$ cat src/sv/sha1md_pkg.sv
// ----------------------------------------------------------------------------
// sha1md_pkg
// Shared types and constants of the SHA-1 message digest core.
// ----------------------------------------------------------------------------
package sha1md_pkg;

    localparam int WORD_W      = 32;
    localparam int BYTE_W      = 8;
    localparam int BLOCK_BITS  = 512;
    localparam int ROUND_W     = 7;
    localparam int FILL_W      = 6;
    localparam int COUNT_W     = 64;
    localparam int LEN_IDX_W   = 4;
    localparam int WORD_IDX_W  = 3;

    typedef logic [WORD_W-1:0] t_word;
    typedef logic [BYTE_W-1:0] t_byte;

    typedef struct packed {
        t_word a;
        t_word b;
        t_word c;
        t_word d;
        t_word e;
    } t_vars;

    // Control from the sequencer to the block buffer.
    typedef struct packed {
        logic  push;
        t_byte data;
        logic  step;
    } t_buf_ctl;

    localparam t_vars INIT_CHAIN = '{
        a: 32'h67452301,
        b: 32'hEFCDAB89,
        c: 32'h98BADCFE,
        d: 32'h10325476,
        e: 32'hC3D2E1F0
    };

    localparam t_word K_0 = 32'h5A827999;
    localparam t_word K_1 = 32'h6ED9EBA1;
    localparam t_word K_2 = 32'h8F1BBCDC;
    localparam t_word K_3 = 32'hCA62C1D6;

    localparam logic [ROUND_W-1:0] ROUND_Q1   = 7'd20;
    localparam logic [ROUND_W-1:0] ROUND_Q2   = 7'd40;
    localparam logic [ROUND_W-1:0] ROUND_Q3   = 7'd60;
    localparam logic [ROUND_W-1:0] ROUND_LAST = 7'd79;

    localparam t_byte                   PAD_BYTE      = 8'h80;
    localparam logic [FILL_W-1:0]       FILL_LAST     = 6'd63;
    localparam logic [FILL_W-1:0]       LEN_POS       = 6'd56;
    localparam logic [FILL_W-1:0]       LEN_TOP_SHIFT = 6'd56;
    localparam logic [LEN_IDX_W-1:0]    LEN_BYTES     = 4'd8;
    localparam logic [WORD_IDX_W-1:0]   WORD_LAST     = 3'd4;
    localparam logic [COUNT_W-1:0]      BITS_PER_BYTE = 64'd8;

endpackage

$ cat src/sv/sha1md_if.sv
// ----------------------------------------------------------------------------
// sha1md_in_if / sha1md_out_if
// Valid/ready channels for message bytes and digest words.
// ----------------------------------------------------------------------------
interface sha1md_in_if;
    logic       valid;
    logic       ready;
    logic       has_byte;
    logic [7:0] message_byte;
    logic       end_of_message;

    modport source(output valid, has_byte, message_byte, end_of_message, input ready);
    modport sink(input valid, has_byte, message_byte, end_of_message, output ready);
endinterface

interface sha1md_out_if;
    logic        valid;
    logic        ready;
    logic [31:0] digest_word;
    logic [2:0]  word_index;
    logic        last_word;

    modport source(output valid, digest_word, word_index, last_word, input ready);
    modport sink(input valid, digest_word, word_index, last_word, output ready);
endinterface

$ cat src/sv/sha1md_round.sv
// ----------------------------------------------------------------------------
// sha1md_round
// One SHA-1 compression round, shared by all 80 rounds of a block.
// ----------------------------------------------------------------------------
module sha1md_round
    import sha1md_pkg::*;
(
    input  t_vars              i_vars,
    input  t_word              i_w,
    input  logic [ROUND_W-1:0] i_round,
    output t_vars              o_vars
);

    t_word f;
    t_word k;
    t_word tmp;

    always_comb begin
        if (i_round < ROUND_Q1) begin
            f = (i_vars.b & i_vars.c) | (~i_vars.b & i_vars.d);
            k = K_0;
        end else if (i_round < ROUND_Q2) begin
            f = i_vars.b ^ i_vars.c ^ i_vars.d;
            k = K_1;
        end else if (i_round < ROUND_Q3) begin
            f = (i_vars.b & i_vars.c) | (i_vars.b & i_vars.d) | (i_vars.c & i_vars.d);
            k = K_2;
        end else begin
            f = i_vars.b ^ i_vars.c ^ i_vars.d;
            k = K_3;
        end
    end

    assign tmp = {i_vars.a[26:0], i_vars.a[31:27]} + f + i_vars.e + k + i_w;

    assign o_vars = '{
        a: tmp,
        b: i_vars.a,
        c: {i_vars.b[1:0], i_vars.b[31:2]},
        d: i_vars.c,
        e: i_vars.d
    };

endmodule

$ cat src/sv/sha1md_buffer.sv
// ----------------------------------------------------------------------------
// sha1md_buffer
// Block buffer that collects bytes and then serves as the schedule window.
// ----------------------------------------------------------------------------
module sha1md_buffer
    import sha1md_pkg::*;
(
    input  logic     i_clk,
    input  t_buf_ctl i_ctl,
    output t_word    o_w
);

    logic [BLOCK_BITS-1:0] r_buf;
    t_word                 w0;
    t_word                 w2;
    t_word                 w8;
    t_word                 w13;
    t_word                 mix;

    // Word j of the window sits at the top when j is zero; bytes enter at the bottom.
    assign w0  = r_buf[BLOCK_BITS-1            -: WORD_W];
    assign w2  = r_buf[BLOCK_BITS-1-2*WORD_W   -: WORD_W];
    assign w8  = r_buf[BLOCK_BITS-1-8*WORD_W   -: WORD_W];
    assign w13 = r_buf[BLOCK_BITS-1-13*WORD_W  -: WORD_W];
    assign mix = w13 ^ w8 ^ w2 ^ w0;
    assign o_w = w0;

    always_ff @(posedge i_clk) begin
        if (i_ctl.push) begin
            r_buf <= {r_buf[BLOCK_BITS-BYTE_W-1:0], i_ctl.data};
        end else if (i_ctl.step) begin
            r_buf <= {r_buf[BLOCK_BITS-WORD_W-1:0], mix[30:0], mix[31]};
        end
    end

endmodule

$ cat src/sv/sha1_message_digest_core.sv
// ----------------------------------------------------------------------------
// sha1_message_digest_core
// SHA-1 over a byte stream with padding and five-word digest output.
// ----------------------------------------------------------------------------
// A byte that does not fill the block is simply stored in the block buffer. The byte
// that fills a block starts a compression: its transfer also loads the working
// variables, then come 80 rounds of the shared round unit and one chaining add, and no
// new byte is taken until that is done. Finalizing pushes one pad byte a cycle (up to
// 72), compresses one or two blocks and then offers five digest transfers, one a cycle
// while the sink is ready. Reset is synchronous, active low, and restores the initial
// hash values with empty length and fill.
module sha1_message_digest_core
    import sha1md_pkg::*;
(
    input  logic          i_clk,
    input  logic          i_rst_n,
    sha1md_in_if.sink     i_msg,
    sha1md_out_if.source  o_dig
);

    typedef enum logic [2:0] {
        S_IDLE,
        S_PAD,
        S_ROUND,
        S_ADD,
        S_OUT
    } t_state;

    t_state                 r_state,    n_state;
    logic [FILL_W-1:0]      r_fill,     n_fill;
    logic [COUNT_W-1:0]     r_bits,     n_bits;
    t_vars                  r_chain,    n_chain;
    t_vars                  r_vars,     n_vars;
    logic [ROUND_W-1:0]     r_round,    n_round;
    logic                   r_final,    n_final;
    logic                   r_marked,   n_marked;
    logic [LEN_IDX_W-1:0]   r_len_idx,  n_len_idx;
    logic [WORD_IDX_W-1:0]  r_word_idx, n_word_idx;
    logic                   r_out_valid, n_out_valid;

    t_buf_ctl               buf_ctl;
    t_word                  sched_w;
    t_vars                  round_out;
    logic                   full;
    logic [FILL_W-1:0]      len_shift;
    logic [COUNT_W-1:0]     len_word;

    sha1md_buffer u_buffer (
        .i_clk (i_clk),
        .i_ctl (buf_ctl),
        .o_w   (sched_w)
    );

    sha1md_round u_round (
        .i_vars  (r_vars),
        .i_w     (sched_w),
        .i_round (r_round),
        .o_vars  (round_out)
    );

    assign full      = (r_fill == FILL_LAST);
    assign len_shift = LEN_TOP_SHIFT - {r_len_idx[2:0], 3'b000};
    assign len_word  = r_bits >> len_shift;

    assign i_msg.ready       = (r_state == S_IDLE);
    assign o_dig.valid       = r_out_valid;
    assign o_dig.word_index  = r_word_idx;
    assign o_dig.last_word   = (r_word_idx == WORD_LAST);

    always_comb begin
        case (r_word_idx)
            3'd0:    o_dig.digest_word = r_chain.a;
            3'd1:    o_dig.digest_word = r_chain.b;
            3'd2:    o_dig.digest_word = r_chain.c;
            3'd3:    o_dig.digest_word = r_chain.d;
            default: o_dig.digest_word = r_chain.e;
        endcase
    end

    always_comb begin
        n_state     = r_state;
        n_fill      = r_fill;
        n_bits      = r_bits;
        n_chain     = r_chain;
        n_vars      = r_vars;
        n_round     = r_round;
        n_final     = r_final;
        n_marked    = r_marked;
        n_len_idx   = r_len_idx;
        n_word_idx  = r_word_idx;
        n_out_valid = r_out_valid;
        buf_ctl     = '{push: 1'b0, data: '0, step: 1'b0};

        case (r_state)
            S_IDLE: begin
                if (i_msg.valid) begin
                    if (i_msg.has_byte) begin
                        buf_ctl.push = 1'b1;
                        buf_ctl.data = i_msg.message_byte;
                        n_fill       = r_fill + 1'b1;
                        n_bits       = r_bits + BITS_PER_BYTE;
                    end
                    if (i_msg.has_byte && full) begin
                        n_state = S_ROUND;
                        n_round = '0;
                        n_vars  = r_chain;
                        n_final = i_msg.end_of_message;
                    end else if (i_msg.end_of_message) begin
                        n_state = S_PAD;
                        n_final = 1'b1;
                    end
                end
            end
            S_PAD: begin
                // The marker byte comes first, then zeros up to the length field, then the length bytes.
                buf_ctl.push = 1'b1;
                n_fill       = r_fill + 1'b1;
                if (!r_marked) begin
                    buf_ctl.data = PAD_BYTE;
                    n_marked     = 1'b1;
                end else if ((r_len_idx != '0) || (r_fill == LEN_POS)) begin
                    buf_ctl.data = len_word[BYTE_W-1:0];
                    n_len_idx    = r_len_idx + 1'b1;
                end else begin
                    buf_ctl.data = '0;
                end
                if (full) begin
                    n_state = S_ROUND;
                    n_round = '0;
                    n_vars  = r_chain;
                end
            end
            S_ROUND: begin
                buf_ctl.step = 1'b1;
                n_vars       = round_out;
                n_round      = r_round + 1'b1;
                if (r_round == ROUND_LAST) begin
                    n_state = S_ADD;
                end
            end
            S_ADD: begin
                n_chain.a = r_chain.a + r_vars.a;
                n_chain.b = r_chain.b + r_vars.b;
                n_chain.c = r_chain.c + r_vars.c;
                n_chain.d = r_chain.d + r_vars.d;
                n_chain.e = r_chain.e + r_vars.e;
                if (r_len_idx == LEN_BYTES) begin
                    n_state     = S_OUT;
                    n_out_valid = 1'b1;
                    n_word_idx  = '0;
                end else if (r_final) begin
                    n_state = S_PAD;
                end else begin
                    n_state = S_IDLE;
                end
            end
            S_OUT: begin
                if (o_dig.ready) begin
                    if (r_word_idx == WORD_LAST) begin
                        n_state     = S_IDLE;
                        n_out_valid = 1'b0;
                        n_chain     = INIT_CHAIN;
                        n_fill      = '0;
                        n_bits      = '0;
                        n_final     = 1'b0;
                        n_marked    = 1'b0;
                        n_len_idx   = '0;
                        n_word_idx  = '0;
                    end else begin
                        n_word_idx = r_word_idx + 1'b1;
                    end
                end
            end
            default: begin
                n_state = S_IDLE;
            end
        endcase
    end

    always_ff @(posedge i_clk) begin
        if (!i_rst_n) begin
            r_state     <= S_IDLE;
            r_fill      <= '0;
            r_bits      <= '0;
            r_chain     <= INIT_CHAIN;
            r_round     <= '0;
            r_final     <= 1'b0;
            r_marked    <= 1'b0;
            r_len_idx   <= '0;
            r_word_idx  <= '0;
            r_out_valid <= 1'b0;
        end else begin
            r_state     <= n_state;
            r_fill      <= n_fill;
            r_bits      <= n_bits;
            r_chain     <= n_chain;
            r_round     <= n_round;
            r_final     <= n_final;
            r_marked    <= n_marked;
            r_len_idx   <= n_len_idx;
            r_word_idx  <= n_word_idx;
            r_out_valid <= n_out_valid;
        end
        r_vars <= n_vars;
    end

    // Input and output sides are never open at the same time.
    a_no_overlap: assert property (@(posedge i_clk) disable iff (!i_rst_n)
        !(i_msg.ready && o_dig.valid))
        else $error("input ready while a digest word is offered");

    // The round counter never runs past the last round.
    a_round_range: assert property (@(posedge i_clk) disable iff (!i_rst_n)
        (r_state == S_ROUND) |-> (r_round <= ROUND_LAST))
        else $error("round counter out of range");

    // The length field never grows past eight bytes.
    a_len_range: assert property (@(posedge i_clk) disable iff (!i_rst_n)
        r_len_idx <= LEN_BYTES)
        else $error("length byte count out of range");

    // The length field ends exactly at a block boundary.
    a_len_block: assert property (@(posedge i_clk) disable iff (!i_rst_n)
        (r_state == S_PAD && r_len_idx == 4'd7) |-> full)
        else $error("length field does not end the block");

    // After the last digest transfer the block is back at its initial state.
    a_restart: assert property (@(posedge i_clk) disable iff (!i_rst_n)
        (o_dig.valid && o_dig.ready && o_dig.last_word) |=>
        (r_state == S_IDLE && r_fill == '0 && r_bits == '0 && r_chain == INIT_CHAIN))
        else $error("no restart after the final digest word");

endmodule
$ cat src/flat_wrapper.sv
// flat-port wrapper written by rule: the top's interface ports become plain ports
module sha1_message_digest_core_flat import sha1md_pkg::*;
  (i_clk, i_rst_n, i_msg_valid, i_msg_has_byte, i_msg_message_byte, i_msg_end_of_message, i_msg_ready, o_dig_valid, o_dig_digest_word, o_dig_word_index, o_dig_last_word, o_dig_ready);
  sha1md_in_if i_msg_i ();
  sha1md_out_if o_dig_i ();
  input  logic i_clk;
  input  logic i_rst_n;
  input wire logic [$bits(i_msg_i.valid)-1:0] i_msg_valid;
  input wire logic [$bits(i_msg_i.has_byte)-1:0] i_msg_has_byte;
  input wire logic [$bits(i_msg_i.message_byte)-1:0] i_msg_message_byte;
  input wire logic [$bits(i_msg_i.end_of_message)-1:0] i_msg_end_of_message;
  output wire logic [$bits(i_msg_i.ready)-1:0] i_msg_ready;
  output wire logic [$bits(o_dig_i.valid)-1:0] o_dig_valid;
  output wire logic [$bits(o_dig_i.digest_word)-1:0] o_dig_digest_word;
  output wire logic [$bits(o_dig_i.word_index)-1:0] o_dig_word_index;
  output wire logic [$bits(o_dig_i.last_word)-1:0] o_dig_last_word;
  input wire logic [$bits(o_dig_i.ready)-1:0] o_dig_ready;
  assign i_msg_i.valid = i_msg_valid;
  assign i_msg_i.has_byte = i_msg_has_byte;
  assign i_msg_i.message_byte = i_msg_message_byte;
  assign i_msg_i.end_of_message = i_msg_end_of_message;
  assign i_msg_ready = i_msg_i.ready;
  assign o_dig_valid = o_dig_i.valid;
  assign o_dig_digest_word = o_dig_i.digest_word;
  assign o_dig_word_index = o_dig_i.word_index;
  assign o_dig_last_word = o_dig_i.last_word;
  assign o_dig_i.ready = o_dig_ready;
  sha1_message_digest_core u_core (.i_clk(i_clk), .i_rst_n(i_rst_n), .i_msg(i_msg_i), .o_dig(o_dig_i));
endmodule
$ cat config.mk
export PLATFORM = sky130hd
export DESIGN_NAME = sha1_message_digest_core_flat
export DESIGN_NICKNAME = d
export VERILOG_FILES = /design/src/sv/sha1md_pkg.sv /design/src/sv/sha1md_if.sv /design/src/sv/sha1md_round.sv /design/src/sv/sha1md_buffer.sv /design/src/sv/sha1_message_digest_core.sv /design/src/flat_wrapper.sv
export SDC_FILE = /design/constraint.sdc
export NUM_CORES = 2
export LEC_CHECK = 0
export BUFFER_PORTS_ARGS = -buffer_cell sky130_fd_sc_hd__buf_2
export CORE_UTILIZATION = 35
export DETAILED_ROUTE_END_ITERATION = 8
export PLACE_DENSITY = 0.63
export SLEW_MARGIN = 20
export SYNTH_ARGS = -nofsm -noshare
export SYNTH_HDL_FRONTEND = slang
export SYNTH_HIERARCHICAL = 1
export SYNTH_SLANG_ARGS = --single-unit
$ cat constraint.sdc
create_clock -name i_clk -period 11.7 [get_ports i_clk]
set_clock_uncertainty 0.15 [all_clocks]
set_input_delay 3.51 -clock i_clk [delete_from_list [all_inputs] [get_ports i_clk]]
set_output_delay 3.51 -clock i_clk [all_outputs]
set_load 0.005 [all_outputs]
After elaboration in Yosys (flattened, before gate mapping)
Cells that the tools add are included.
{"block": "op_classes", "n_addsub": 15, "n_lt_le_gt_ge": 3, "n_eq_ne": 23, "shifts": 1, "muxes": 64, "bitwise": 13, "n_reduce_logical": 21}
{"operator": "512-bit two-way mux", "n": 2}
{"operator": "160-bit two-way mux", "n": 5}
{"operator": "160-bit one-hot mux with 3 select lines", "n": 1}
{"operator": "160-bit one-hot mux with 2 select lines", "n": 1}
{"operator": "32-bit adder", "n": 9}
{"operator": "64-bit two-way mux", "n": 4}
{"operator": "32-bit two-way mux", "n": 5}
{"operator": "32-bit bitwise XOR", "n": 5}
{"operator": "32-bit bitwise AND", "n": 4}
{"operator": "32-bit one-hot mux with 4 select lines", "n": 1}
{"operator": "64-bit one-hot mux with 2 select lines", "n": 1}
{"operator": "32-bit OR", "n": 3}
{"operator": "64-bit by 4-bit adder with 64-bit output, second input constant", "n": 1}
{"operator": "64-bit by 6-bit right shift with 8-bit output", "n": 1}
{"operator": "3-bit two-way mux", "n": 11}
{"operator": "32-bit NOT", "n": 1}
{"operator": "31-bit two-way mux", "n": 1}
{"operator": "6-bit two-way mux", "n": 4}
{"operator": "7-bit two-way mux", "n": 3}
{"operator": "7-bit one-hot mux with 3 select lines", "n": 1}
{"operator": "5-bit AND reduction", "n": 4}
{"operator": "9-bit two-way mux", "n": 2}
{"operator": "6-bit one-hot mux with 3 select lines", "n": 1}
{"operator": "9-bit one-hot mux with 2 select lines", "n": 1}
{"operator": "other kinds (32)", "n": 68}
{"block": "totals", "register_bits": 922, "input_bits": 14}

Longest topological paths before layout
{"block": "depth", "depth_word": 11, "mapped_depth": 23, "mapped_depth_nobuf": 22}

By module
Netlist, hierarchy kept.
{"mod": "sha1_message_digest_core", "n_inst": 1, "cells_each": 2568, "area_each_um2": 24644.9, "seq_area_each_um2": 9749.4}
{"mod": "sha1md_buffer", "n_inst": 1, "cells_each": 1246, "area_each_um2": 23251.0, "seq_area_each_um2": 15374.7}
{"mod": "sha1md_round", "n_inst": 1, "cells_each": 762, "area_each_um2": 6523.8, "seq_area_each_um2": 0.0}

Least setup slack after synthesis
Ideal clock, no wire load.
{"block": "synth_path", "path_type": "input port to flip-flop", "from": "input port i_msg_valid", "to": "register u_core.u_buffer.r_buf[0] (enable)", "setup_ns": 0.667, "arrival_time_ns": 10.535, "path_slack_ns": 0.348, "cell_stages": 7, "path_buffers": 4, "cell_sequence": "and3_1 -> clkbuf_1 -> or2_2 -> buf_4 -> buf_6 -> buf_6 -> or2_2"}
{"element": "from (decl)", "line_no": "flat_wrapper.sv:8", "rtl": "input wire logic [$bits(i_msg_i.valid)-1:0] i_msg_valid;"}
{"element": "to (signal assigned)", "line_no": "sha1md_buffer.sv:30", "rtl": "r_buf <= {r_buf[BLOCK_BITS-BYTE_W-1:0], i_ctl.data};"}
{"element": "to (signal assigned)", "line_no": "sha1md_buffer.sv:32", "rtl": "r_buf <= {r_buf[BLOCK_BITS-WORD_W-1:0], mix[30:0], mix[31]};"}
{"element": "to (decl)", "line_no": "sha1md_buffer.sv:13", "rtl": "logic [BLOCK_BITS-1:0] r_buf;"}

Worst setup path after layout
{"block": "layout_path", "from": "register u_core.r_word_idx[0] (netlist: u_core/o_dig.word_index[0])", "to": "output port o_dig_digest_word[20]"}
{"block": "layout_between", "elab_chain_cells": 2, "elab_cells_between_ends": 5, "classes_between": "3 x eq/ne; 1 x mux; 1 x reduce/logical"}
{"element": "from (decl)", "line_no": "sha1_message_digest_core.sv:38", "rtl": "logic [WORD_IDX_W-1:0] r_word_idx, n_word_idx;"}
{"element": "from (signal assigned)", "line_no": "sha1_message_digest_core.sv:201", "rtl": "r_word_idx <= n_word_idx;"}
{"element": "3-bit by 2-bit equality test with 1-bit output, or another cell as far along", "line_no": "sha1_message_digest_core.sv:71", "rtl": "case (r_word_idx)"}
{"element": "32-bit one-hot mux with 4 select lines *", "line_no": "sha1_message_digest_core.sv:71"}
{"element": "to (decl)", "line_no": "flat_wrapper.sv:14", "rtl": "output wire logic [$bits(o_dig_i.digest_word)-1:0] o_dig_digest_word;"}
Every way passes the cells marked *; elsewhere a longest branch is shown, timed or not.

==> impl_metrics.toml <==
[critical_path]
cp_slowest_cell = "or4_2"
crit_top_cell = "buf_4"
endpoint_kind = "output port"
required_ps = 8040
crit_arrival_ps = 3930
cp_cell_sequence = "inv_1, ha_1, nor2b_2, buf_4, or4_2, buf_4, a31oi_1, buf_2"
path_class = "reg2out"
cp_max_fo = 52
critPathMaxStageDelay_ps = 830
cp_num_buf_inv = 4
startpoint_type = "register"
crit_family = "simple AND/OR/NAND/NOR gates"

[detailed_routing]
drtPass1Iterations = 9
viasPerCell = 5.284
drtAntennaViolNets = 0
wire_per_inst_um = 19.99
routed_wl_mm = 130.7
post-route-drc-count = 10
detail_route.iter0.violations = 2891
vias = 34564

[clock_network]
clock-sinks = 919
ctsHtreeMaxLevel = 3
numCtsBuffers = 100
cts_setup_buffers = 0
cts_tree = "done"
root_buffer = "clkbuf_16"
cts_buffer_depth = 3
clkSlewWorstSetupHoldPaths_ps = 60
ctsHoldBuffers = 0
clock_latency_ps = 710
postCtsResizedCells = 0

[synthesis]
synth_seq_area_share_pct = 46.17
synth_edf_count = 672
post-synth-top-count-cell = "edfxtp_1"
synth_top_family_by_area = "multiplexers"
yosys_warnings = 6
synth_xor_area_share_pct = 5.005
yosys_most_used_dff = "edfxtp_1"
syn-num-nets = 4919
netlist_area_sq_um = 54420
avgSynthCellArea_sq_um = 11.89
synth_async_sr_flop_share_pct = 0
synth-compound-area-share_pct = 10.81
synth-seq-cells = 919
synth.distinct_cells = 98
yosys-mux-area-fraction_pct = 15.38
synth-adder-area-share_pct = 9.289
synth_area_leaders = "edfxtp_1 37%, dfxtp_1 9.1%, mux2_2 7.6%"
yosys-top-cells-count = "672 x edfxtp_1, 365 x mux2_2, 264 x nor2_1"
synthCells = 4576
yosys.area_share.simple_pct = 7.461
yosys.area.top_type = "edfxtp_1"
netlist.area_leader.share_pct = 37.08

[layout]
multiInputGateArea_sq_um = 26160
diodes = 0
drive_gt1_share_pct = 17.79
fillers = 14799
area_growth_pct = 8.102
nNetsFinal = 4753
final_util_pct = 38.14
ff_latch_area_sq_um = 25120

[timing]
maxSlewViolCount = 0
rsz0062_at_grt = "false"
fmax_mhz = 131.7
fin_crit_ps = 7595
slew_headroom_pct = 25.79
worstMarginPinSlew_ps = 1113
fin_crit_sh_pct = 64.91
tns_ps = 0
setup_viol = 0
fin_ws_ps = 4105
timing_hold_violations_final = 0

[global_route]
grt-ovfl-total = 0
grt_usage_pct = 16.39
grt_pass1_wl_mm = 201.6
antenna_found_initial = 1
grt_pass1_vias = 34175
grt_max_degree = 183

[floorplanning]
die_h_um = 396.3
num_rows = 144
die-area_sq_um = 157100
core_area_sq_um = 154200
io_pins = 52
start_util_pct = 35.29
die_x_um = 396.3

[power]
comb_power_share_pct = 43.3
power_leakage_uw = 0.02151
p_int_uw = 10930
power.share.clock_pct = 19.8
p_sw_share_pct = 35.87
p_switching_uw = 6113
pwr-share-seq_pct = 36.9
peakVddDrop_mv = 0.2439
power.density_nw_per_um2 = 289.8

[worst_hold_path]
holdCritPathClass = "reg2reg"

[placed_design]
io_buffers = 51
place_ws_ps = 4435
place.gp.congestion = 0.9472
dp_hpwl_mm = 91.80

[run]
max-cap-violations = 0

[status]
status = "complete, but fails checks"
violations = "DRC"
kinds of logic after synthesis:
family          count (synthesis)
compound gates                897
simple gates                  848
buf+inv                       578
fa+ha+maj                     329
flops                         919
xor+xnor                      311
mux                           694
metrics by stage:
step                total power, uW  hold slack, ps  std cells  instance area, sq um
finish                        17050           334.1       6541                 58830
floorplan                     12400           291.1       4576                 54420
global route                  18190           352.1       6541                 58830
detailed placement            13660           323.8       6352                 55290
CTS                           17140           332.8       6541                 58830
global placement              13490           308.5       6352                 55290
flip-flops by register name, indices dropped and copies added, names as in the netlist, 3 cells and up:
name and count:
u_core/u_buffer/r_buf 512, u_core/r_chain 160, u_core/r_vars 160, u_core/r_bits 61, u_core/r_round 7, u_core/r_fill 6, u_core/r_len_idx 4, u_core/o_dig.word_index 3
u_core/r_state 3
path summary, 6_finish.rpt:
kind / cells after the start / slack [ps] / end / startpoint
setup reg to reg: 19 / 5070 / u_core/r_vars[156] / u_core/r_round[4]
hold / removal: 2 / 330 / u_core/r_final / u_core/r_final
hold reg to reg: 2 / 330 / u_core/r_final / u_core/r_final
setup / recovery: 8 / 4110 / o_dig_digest_word[20] / u_core/o_dig.word_index[0]
layer usage:
metal | wire length (um) | GRT usage (%) | vias up
li1 | - | - | 16239
met1 | 60230 | 23.00 | 17291
met2 | 59170 | 25.85 | 844
met3 | 6987 | 2.186 | 190
met4 | 4349 | 5.674 | 0
met5 | 0 | 0 | -
cells in the final DEF, fill, tap and decap left out, types with 13 or more instances in the layout:
cell type,Yosys,routed
a211oi_1,19,19
clkbuf_16,0,103
o22ai_1,51,50
mux2_4,120,120
xnor2_1,213,213
fa_1,125,125
o21a_1,27,27
buf_2,6,50
clkbuf_8,0,13
nor3_1,29,29
bufinv_16,0,13
mux2i_1,32,32
and3_1,36,36
xor2_1,98,98
mux4_2,13,13
a22oi_1,102,102
nand4_1,19,19
a21oi_1,200,199
o21ai_1,41,41
nand2b_1,17,17
mux2_2,365,365
or3_1,23,23
ha_1,204,204
nor2_1,264,262
dfxtp_1,247,247
clkbuf_1,121,19
nand2_1,248,247
edfxtp_1,672,672
a21o_1,115,115
a31oi_1,54,54
o21ai_0,137,137
inv_1,223,222
buf_4,165,31
clkinv_2,0,16
a221o_1,18,18
nor2b_1,68,65
and2_1,25,25
nand3_1,63,63
mux2_1,164,164
o21bai_1,28,28
power groups by stage:
| stage | sequential [uW] | clock (uW) | combinational [uW] |
|---|---|---|---|
| after global placement | 6320 | 0 | 7170 |
| after global routing | 6430 | 3580 | 8180 |
| after floorplan | 6140 | 0 | 6260 |
| after detailed placement | 6340 | 0 | 7320 |
| final | 6290 | 3380 | 7380 |
| after CTS | 6290 | 3470 | 7380 |
layout make-up:
cell class,instances,share of cell area [%]
Multi-Input combinational cell,3079,44.47
Sequential cell,919,42.71
Clock buffer,135,4.807
Tap cell,2044,4.347
Inverter,223,1.431
Clock inverter,54,1.214
Timing Repair Buffer,87,1.025
tightest hold or removal path, stage by stage, from the launching register on:
cell and delay, ps:
dfxtp_1 310, nand2_1 50, a21boi_0 70
Note: power is estimated with default switching activity, not from simulation.
